$ cat src/rtl/core/sha1s_pkg.sv
package sha1s_pkg;

  // Message byte counter width (bit length = count * 8, modulo 2^64)
  localparam int unsigned CountW = 61;

  // One queued transaction from the front end
  typedef struct packed {
    logic [7:0] data;
    logic       has;
    logic       last;
  } item_t;

  // Initial chaining value
  localparam logic [31:0] Iv0 = 32'h67452301;
  localparam logic [31:0] Iv1 = 32'hEFCDAB89;
  localparam logic [31:0] Iv2 = 32'h98BADCFE;
  localparam logic [31:0] Iv3 = 32'h10325476;
  localparam logic [31:0] Iv4 = 32'hC3D2E1F0;

  // Round constants
  localparam logic [31:0] K0 = 32'h5A827999;
  localparam logic [31:0] K1 = 32'h6ED9EBA1;
  localparam logic [31:0] K2 = 32'h8F1BBCDC;
  localparam logic [31:0] K3 = 32'hCA62C1D6;

  // Round group boundaries and the last round
  localparam logic [6:0] Round20   = 7'd20;
  localparam logic [6:0] Round40   = 7'd40;
  localparam logic [6:0] Round60   = 7'd60;
  localparam logic [6:0] LastRound = 7'd79;

  // Block offsets: start of the length field, last byte of a block
  localparam logic [5:0] LenPos   = 6'(448 / 8);
  localparam logic [5:0] BlockEnd = 6'd63;

  // Padding marker byte
  localparam logic [7:0] PadMark = 8'h80;

  // Boolean function of a round
  function automatic logic [31:0] round_f(input logic [6:0] rnd, input logic [31:0] b,
                                          input logic [31:0] c, input logic [31:0] d);
    logic [31:0] f;
    if (rnd < Round20) begin
      f = (b & c) | (~b & d);
    end else if (rnd < Round40) begin
      f = b ^ c ^ d;
    end else if (rnd < Round60) begin
      f = (b & c) | (b & d) | (c & d);
    end else begin
      f = b ^ c ^ d;
    end
    return f;
  endfunction

  // Additive constant of a round
  function automatic logic [31:0] round_k(input logic [6:0] rnd);
    logic [31:0] k;
    if (rnd < Round20) begin
      k = K0;
    end else if (rnd < Round40) begin
      k = K1;
    end else if (rnd < Round60) begin
      k = K2;
    end else begin
      k = K3;
    end
    return k;
  endfunction

endpackage

$ cat src/rtl/core/sha1s_front.sv
module sha1s_front (
  input  logic                clk,
  input  logic                rst_n,
  input  logic                in_tvalid,
  output logic                in_tready,
  input  logic [7:0]          in_tdata,   // [7:0] data_byte
  input  logic [0:0]          in_tuser,   // [0] has_byte
  input  logic                in_tlast,
  output logic                q_valid,
  output sha1s_pkg::item_t    q_item,
  input  logic                q_ready
);

  // Two-entry queue between front end and hash engine
  sha1s_pkg::item_t mem [2];
  logic [1:0]       cnt_r;
  logic             wr_ptr_r;
  logic             rd_ptr_r;
  logic             keep;
  logic             push;
  logic             pop;

  // Drop transactions that carry neither a byte nor an end of message
  assign keep      = in_tuser[0] | in_tlast;
  assign in_tready = (cnt_r != 2'd2);
  assign push      = in_tvalid && in_tready && keep;
  assign q_valid   = (cnt_r != 2'd0);
  assign pop       = q_valid && q_ready;
  assign q_item    = mem[rd_ptr_r];

  // Store pushed items
  always_ff @(posedge clk) begin
    if (push) begin
      mem[wr_ptr_r] <= '{data: in_tdata, has: in_tuser[0], last: in_tlast};
    end
  end

  // Advance pointers and occupancy
  always_ff @(posedge clk) begin
    if (!rst_n) begin
      cnt_r    <= 2'd0;
      wr_ptr_r <= 1'b0;
      rd_ptr_r <= 1'b0;
    end else begin
      if (push) begin
        wr_ptr_r <= ~wr_ptr_r;
      end
      if (pop) begin
        rd_ptr_r <= ~rd_ptr_r;
      end
      if (push && !pop) begin
        cnt_r <= cnt_r + 2'd1;
      end else if (pop && !push) begin
        cnt_r <= cnt_r - 2'd1;
      end
    end
  end

endmodule

$ cat src/rtl/core/sha1s_engine.sv
module sha1s_engine (
  input  logic                clk,
  input  logic                rst_n,
  input  logic                q_valid,
  input  sha1s_pkg::item_t    q_item,
  output logic                q_ready,
  output logic                out_tvalid,
  input  logic                out_tready,
  output logic [159:0]        out_tdata
);

  typedef enum logic [2:0] {S_IDLE, S_PAD, S_COMP, S_ADD, S_OUT} state_t;
  typedef enum logic [1:0] {P_MARK, P_ZERO, P_LEN} phase_t;

  state_t                       state_r;
  phase_t                       phase_r;
  logic                         pad_act_r;
  logic                         pad_done_r;
  logic [sha1s_pkg::CountW-1:0] count_r;
  logic [63:0]                  len_r;
  logic [31:0]                  word_r;
  logic [31:0]                  sched_r [16];
  logic [31:0]                  a_r, b_r, c_r, d_r, e_r;
  logic [6:0]                   rnd_r;
  logic [31:0]                  h_r [5];
  logic                         out_valid_r;
  logic [159:0]                 out_data_r;

  logic [5:0]                   pos;
  logic                         eff_len;
  logic [7:0]                   pad_byte;
  logic                         take;
  logic                         wr_en;
  logic [7:0]                   wr_byte;
  logic [31:0]                  word_nxt;
  logic [sha1s_pkg::CountW-1:0] count_inc;
  logic [sha1s_pkg::CountW-1:0] cnt_after;
  logic                         blk_full;
  logic [31:0]                  t_sum;
  logic [31:0]                  sched_new;
  logic [31:0]                  sched_x;
  logic                         slot_free;

  // Block offset of the next byte
  assign pos = count_r[5:0];

  // Padding byte: marker, zeros, then the bit length big-endian
  assign eff_len = (phase_r == P_LEN) || ((phase_r == P_ZERO) && (pos == sha1s_pkg::LenPos));
  always_comb begin
    priority if (phase_r == P_MARK) begin
      pad_byte = sha1s_pkg::PadMark;
    end else if (eff_len) begin
      pad_byte = len_r[{~pos[2:0], 3'b000} +: 8];
    end else begin
      pad_byte = 8'h00;
    end
  end

  // Byte write path shared by message and padding bytes
  assign q_ready   = (state_r == S_IDLE);
  assign take      = q_valid && q_ready;
  assign wr_en     = (take && q_item.has) || (state_r == S_PAD);
  assign wr_byte   = (state_r == S_PAD) ? pad_byte : q_item.data;
  assign word_nxt  = {word_r[23:0], wr_byte};
  assign count_inc = count_r + {{(sha1s_pkg::CountW-1){1'b0}}, 1'b1};
  assign cnt_after = q_item.has ? count_inc : count_r;
  assign blk_full  = wr_en && (pos == sha1s_pkg::BlockEnd);

  // One round: schedule extension and the working-variable update
  assign sched_x   = sched_r[13] ^ sched_r[8] ^ sched_r[2] ^ sched_r[0];
  assign sched_new = {sched_x[30:0], sched_x[31]};
  assign t_sum     = {a_r[26:0], a_r[31:27]} + sha1s_pkg::round_f(rnd_r, b_r, c_r, d_r)
                   + e_r + sha1s_pkg::round_k(rnd_r) + sched_r[0];

  assign slot_free  = !out_valid_r || out_tready;
  assign out_tvalid = out_valid_r;
  assign out_tdata  = out_data_r;

  // Sequencer: bytes, padding, compression rounds, final add, digest output
  always_ff @(posedge clk) begin
    if (!rst_n) begin
      state_r     <= S_IDLE;
      phase_r     <= P_MARK;
      pad_act_r   <= 1'b0;
      pad_done_r  <= 1'b0;
      count_r     <= '0;
      rnd_r       <= 7'd0;
      h_r[0]      <= sha1s_pkg::Iv0;
      h_r[1]      <= sha1s_pkg::Iv1;
      h_r[2]      <= sha1s_pkg::Iv2;
      h_r[3]      <= sha1s_pkg::Iv3;
      h_r[4]      <= sha1s_pkg::Iv4;
      out_valid_r <= 1'b0;
    end else begin
      // Drop the result once taken
      if (out_valid_r && out_tready && (state_r != S_OUT)) begin
        out_valid_r <= 1'b0;
      end

      // Pack the byte; shift each completed word into the schedule window
      if (wr_en) begin
        word_r  <= word_nxt;
        count_r <= count_inc;
        if (pos[1:0] == 2'd3) begin
          for (int i = 0; i < 15; i++) begin
            sched_r[i] <= sched_r[i+1];
          end
          sched_r[15] <= word_nxt;
        end
      end

      // Start compression on a full block
      if (blk_full) begin
        a_r     <= h_r[0];
        b_r     <= h_r[1];
        c_r     <= h_r[2];
        d_r     <= h_r[3];
        e_r     <= h_r[4];
        rnd_r   <= 7'd0;
      end

      unique case (state_r)
        S_IDLE: begin
          if (take) begin
            if (q_item.last) begin
              pad_act_r <= 1'b1;
              phase_r   <= P_MARK;
              len_r     <= {cnt_after, 3'b000};
            end
            if (blk_full) begin
              state_r <= S_COMP;
            end else if (q_item.last) begin
              state_r <= S_PAD;
            end
          end
        end
        S_PAD: begin
          if (phase_r == P_MARK) begin
            phase_r <= P_ZERO;
          end else if (eff_len) begin
            phase_r <= P_LEN;
          end
          if (eff_len && (pos == sha1s_pkg::BlockEnd)) begin
            pad_done_r <= 1'b1;
          end
          if (blk_full) begin
            state_r <= S_COMP;
          end
        end
        S_COMP: begin
          for (int i = 0; i < 15; i++) begin
            sched_r[i] <= sched_r[i+1];
          end
          sched_r[15] <= sched_new;
          a_r   <= t_sum;
          b_r   <= a_r;
          c_r   <= {b_r[1:0], b_r[31:2]};
          d_r   <= c_r;
          e_r   <= d_r;
          rnd_r <= rnd_r + 7'd1;
          if (rnd_r == sha1s_pkg::LastRound) begin
            state_r <= S_ADD;
          end
        end
        S_ADD: begin
          h_r[0] <= h_r[0] + a_r;
          h_r[1] <= h_r[1] + b_r;
          h_r[2] <= h_r[2] + c_r;
          h_r[3] <= h_r[3] + d_r;
          h_r[4] <= h_r[4] + e_r;
          priority if (pad_done_r) begin
            state_r <= S_OUT;
          end else if (pad_act_r) begin
            state_r <= S_PAD;
          end else begin
            state_r <= S_IDLE;
          end
        end
        S_OUT: begin
          // Hold until the output register is free, then restart the chain
          if (slot_free) begin
            out_data_r  <= {h_r[4], h_r[2], h_r[3], h_r[0], h_r[1]};
            out_valid_r <= 1'b1;
            h_r[0]      <= sha1s_pkg::Iv0;
            h_r[1]      <= sha1s_pkg::Iv1;
            h_r[2]      <= sha1s_pkg::Iv2;
            h_r[3]      <= sha1s_pkg::Iv3;
            h_r[4]      <= sha1s_pkg::Iv4;
            count_r     <= '0;
            pad_act_r   <= 1'b0;
            pad_done_r  <= 1'b0;
            state_r     <= S_IDLE;
          end
        end
        default: begin
          state_r <= S_IDLE;
        end
      endcase
    end
  end

endmodule

$ cat src/rtl/core/sha1_stream_hash.sv
// Channel | Ports              | Payload
// --------+--------------------+--------------------------------------------------
// input   | in_tvalid/in_tready| tdata[7:0] data_byte, tuser[0] has_byte, tlast
// result  | out_tvalid/tready  | tdata[63:0] high, [127:64] mid, [159:128] low
//
// A byte-carrying transaction is packed as the engine takes it; the 64th byte of a
// block starts 80 rounds (one round per cycle) and then the chaining add.
// End of message emits padding one byte per cycle through the same path, up to two
// blocks, pausing while a block is compressed; then the digest register is loaded.
// rst_n is synchronous, active low, and restores the initial chaining value.
// A two-entry queue decouples input acceptance from the engine; the engine stalls
// only when a new digest finds the previous one not yet taken.
module sha1_stream_hash (
  input  logic         clk,
  input  logic         rst_n,
  input  logic         in_tvalid,
  output logic         in_tready,
  input  logic [7:0]   in_tdata,    // [7:0] data_byte
  input  logic [0:0]   in_tuser,    // [0] has_byte
  input  logic         in_tlast,
  output logic         out_tvalid,
  input  logic         out_tready,
  output logic [159:0] out_tdata    // [63:0] digest_high, [127:64] digest_mid,
                                    // [159:128] digest_low
);

  logic             q_valid;
  logic             q_ready;
  sha1s_pkg::item_t q_item;

  // Accept and classify transactions
  sha1s_front u_front (
    .clk       (clk),
    .rst_n     (rst_n),
    .in_tvalid (in_tvalid),
    .in_tready (in_tready),
    .in_tdata  (in_tdata),
    .in_tuser  (in_tuser),
    .in_tlast  (in_tlast),
    .q_valid   (q_valid),
    .q_item    (q_item),
    .q_ready   (q_ready)
  );

  // Pack, pad, compress and emit digests
  sha1s_engine u_engine (
    .clk        (clk),
    .rst_n      (rst_n),
    .q_valid    (q_valid),
    .q_item     (q_item),
    .q_ready    (q_ready),
    .out_tvalid (out_tvalid),
    .out_tready (out_tready),
    .out_tdata  (out_tdata)
  );

endmodule
$ cat config.mk
export PLATFORM = sky130hd
export DESIGN_NAME = sha1_stream_hash
export DESIGN_NICKNAME = d
export VERILOG_FILES = /design/src/rtl/core/sha1s_pkg.sv /design/src/rtl/core/sha1s_front.sv /design/src/rtl/core/sha1s_engine.sv /design/src/rtl/core/sha1_stream_hash.sv
export SDC_FILE = /design/constraint.sdc
export NUM_CORES = 2
export LEC_CHECK = 0
export CAP_MARGIN = 40
export CORE_UTILIZATION = 56
export DETAILED_ROUTE_END_ITERATION = 8
export DONT_BUFFER_PORTS = 1
export HOLD_SLACK_MARGIN = 0.15
export PLACE_DENSITY = 0.71
export REMOVE_ABC_BUFFERS = 1
export SYNTH_ARGS = -nofsm -noshare
export SYNTH_HDL_FRONTEND = slang
export SYNTH_SLANG_ARGS = --single-unit
$ cat constraint.sdc
create_clock -name clk -period 66.2 [get_ports clk]
set_input_delay 9.93 -clock clk [delete_from_list [all_inputs] [get_ports clk]]
set_output_delay 9.93 -clock clk [all_outputs]
set_load 0.01 [all_outputs]
==> results.sh <==
export IMPL_status="complete, no violations"
export IMPL_clk_root_buffer_cell="clkbuf_16"
export IMPL_finalClockSkew_ns=0.0453
export IMPL_netlist_area_mm2=0.0547
export IMPL_synth_edf_count=1097
export IMPL_ys_seq_elements=1178
export IMPL_clk_path_buf_depth=3
export IMPL_post_route_period_util=0.190
export IMPL_clock_tree_from_tritoncts="done"
export IMPL_p_comb_frac=0.041
export IMPL_ys_dominant_reg_cell="edfxtp_1"
export IMPL_setup_cp_type="input pin to flip-flop"
export IMPL_start_util=0.566
export IMPL_ff_latch_area_mm2=0.0346
export IMPL_drv_slew=0
export IMPL_post_cts_setup_buffers=0
export IMPL_grt_first_pass_wirelength_um=181000
export IMPL_design_final_nets=4608
export IMPL_cts_reportedPaths_clkPinSlew_ns=0.06
export IMPL_clock_power_share=0.428
export IMPL_grt_max_degree=225
export IMPL_max_slew_worst_pin_slew_ns=1.12
export IMPL_ys_warnings_count=0
export IMPL_crit_path_top_delay_cell="buf_4"
export IMPL_synthTopCellsByArea="edfxtp_1 (60%), ha_1 (5.1%), fa_1 (4.5%)"
export IMPL_achievable_frequency_ghz=0.0797
export IMPL_powerDensity_mw_per_mm2=26.1
export IMPL_synth_lib_cells_used_distinct=85
export IMPL_post_place_cells=5402
export IMPL_ioPinCount=176
export IMPL_power_sequential_fraction=0.532
export IMPL_grt_setup_unrepaired="no"
export IMPL_seq_area_frac_synth=0.632
export IMPL_hold_violations=0
export IMPL_clock_sinks=1178
export IMPL_crit_fanout=65
export IMPL_p_sw_frac=0.215
export IMPL_stdcell_count=5623
export IMPL_dr_first_iter_drc_count=2729
export IMPL_via_cell_ratio=5.74
export IMPL_drt_first_pass_iters=6
export IMPL_timing_final_crit_period_ns=12.55
export IMPL_synth_top_cell_by_area="edfxtp_1"
export IMPL_timing_critical_path_slowest_cell_delay_ns=0.78
export IMPL_die_area_mm2=0.0990
export IMPL_insertion_delay_ns=0.73
export IMPL_hpwl_um=81800
export IMPL_syn_mean_instance_area_um2=13.0
export IMPL_ctsHoldBuffers=0
export IMPL_critPathRequiredTime_ns=66.52
export IMPL_min_path_type="flip-flop to flip-flop"
export IMPL_setup_viol=0
export IMPL_grt_antenna_before_repair=0
export IMPL_first_global_vias=31400
export IMPL_fp_dieW_um=315
export IMPL_io_buffer_count=0
export IMPL_critical_path_source_type="input pin"
export IMPL_synthTopCellsByCount="edfxtp_1 (1097), nand2_1 (622), nor2_1 (317), xnor2_1 (228), ha_1 (224)"
export IMPL_crit_top_cell="buf_4"
export IMPL_leakage_uw=0.0216
export IMPL_irDropWorstVdd_uv=24.7
export IMPL_area_delta_synth_final_pct=10.2
export IMPL_vias=32300
export IMPL_fin_total_pwr_uw=1570
export IMPL_worst_path_cell_chain="nor2b_1, nand2b_1, nand2_2, buf_4, a21o_4, buf_4, buf_16, buf_4"
export IMPL_core_region_area_mm2=0.0967
export IMPL_route_detailed_drc=0
export IMPL_placementRows=114
export IMPL_post_cts_sizing=0
export IMPL_post_synth_top_count_cell="edfxtp_1"
export IMPL_multi_input_area_mm2=0.0190
export IMPL_fillerInstances=7167
export IMPL_detail_route_wirelength_um=118000
export IMPL_drive_gt1_frac=0.0598
export IMPL_synth_top_area_share=0.602
export IMPL_postSynthCellCount=4198
export IMPL_internal_power_uw=1230
export IMPL_power_switching_uw=338
export IMPL_final_setup_tns_ns=0
export IMPL_cts_inserted_buffers=117
export IMPL_average_wire_per_standard_cell_um=20.9
export IMPL_globalRouteTotalUtil=0.240
export IMPL_rd_place_congestion=0.929
export IMPL_crit_arrival_ns=12.86
export IMPL_postSynth_asyncResetShare=0
export IMPL_crit_path_end_kind="flip-flop"
export IMPL_gr_total_overflow=0
export IMPL_cts_htree_levels=3
export IMPL_postRouteAntennaNets=0
export IMPL_die_outline_height_um=315
export IMPL_relSlewSlack=0.252
export IMPL_maxCapViolations=0
state kept, by name (all words and copies together) (netlist names), 20 cells and up, named ones only:
signal / count
u_front.mem: 20
u_engine.h_r: 160
u_engine.a_r: 32
u_engine.b_r: 32
u_engine.c_r: 32
u_engine.out_tdata: 160
u_engine.count_r: 61
u_engine.len_r: 61
u_engine.sched_r: 512
u_engine.e_r: 32
u_engine.word_r: 24
u_engine.d_r: 32
worst max-delay path: cells and delay by family:
kind                   cells  cell delay, ns
AO/OA/AOI/OAI              1            0.41
buffers and inverters      4            2.02
AND/OR/NAND/NOR            3            0.39
cells in the final DEF, fill, tap and decap left out, drive strengths merged, types with 21 or more instances in the layout:
cell type	count
nand4	23
clkinv	50
nor3	48
buf	35
nor2b	52
a21o	83
xor2	134
dfxtp	81
edfxtp	1097
o21ai	163
o32ai	21
inv	221
nor2	320
o21bai	27
nand3	72
nand2b	33
xnor2	228
mux2i	24
and3	27
ha	224
nand2	622
a21oi	195
fa	124
or3	32
clkbuf	142
o21a	25
final cells by class:
| class | count | share of cell area |
|---|---|---|
| Antenna cell | 1 | 0.0000415 |
| Sequential cell | 1178 | 0.573 |
| Tap cell | 1276 | 0.0265 |
| Multi-Input combinational cell | 2695 | 0.315 |
| Clock inverter | 77 | 0.0149 |
| Inverter | 219 | 0.0136 |
| Clock buffer | 142 | 0.0501 |
| Timing Repair Buffer | 35 | 0.00656 |
metal layers:
metal,GRT usage,part of all wire,up-vias
met5,0,0,-
met1,0.336,0.43,15900
li1,-,-,15100
met3,0.0380,0.063,200
met2,0.385,0.47,1065
met4,0.0825,0.034,0
power by group through the flow:
| stage | Sequential (uW) | Combinational (uW) | Clock [uW] |
|---|---|---|---|
| after global routing | 837 | 69.8 | 712 |
| after global placement | 851 | 62.3 | 0 |
| after CTS | 836 | 64.1 | 683 |
| final | 836 | 64.1 | 672 |
| after floorplan | 854 | 42.7 | 0 |
| after detailed placement | 852 | 63.7 | 0 |
kinds of logic (layout without fill, tap and decap cells):
| logic type | Yosys count | count (layout) | share of synthesized area |
|---|---|---|---|
| buf+inv | 325 | 473 | 0.0229 |
| fa+ha+maj | 348 | 348 | 0.0966 |
| xor+xnor | 362 | 362 | 0.0579 |
| mux | 41 | 41 | 0.0106 |
| other cells | 0 | 1 | 0 |
| flops | 1178 | 1178 | 0.632 |
| compound gates | 659 | 659 | 0.0766 |
| simple gates | 1285 | 1285 | 0.104 |
path summary, 6_finish.rpt:
check / startpoint / end / slack [ns] / cells after the start
max reg2reg: u_engine.rnd_r[4] / u_engine.a_r[30] / 58.86 / 25
min: u_engine.sched_r[5][14] / u_engine.sched_r[4][14] / 0.40 / 0
min reg2reg: u_engine.sched_r[5][14] / u_engine.sched_r[4][14] / 0.40 / 0
max: out_tready / u_engine.h_r[0][101] / 53.65 / 8
metrics by stage:
step / util / cell area (um^2) / setup slack [ns] / hold WS, ns
finish: 0.623 / 60300 / 53.65 / 0.405
global route: 0.623 / 60300 / 53.46 / 0.411
CTS: 0.623 / 60300 / 53.59 / 0.401
detailed placement: 0.583 / 56300 / 52.87 / 0.405
global placement: 0.581 / 56200 / 52.56 / 0.400
floorplan: - / 54300 / 18.28 / 0.400
(Power assumes the default switching activity.)
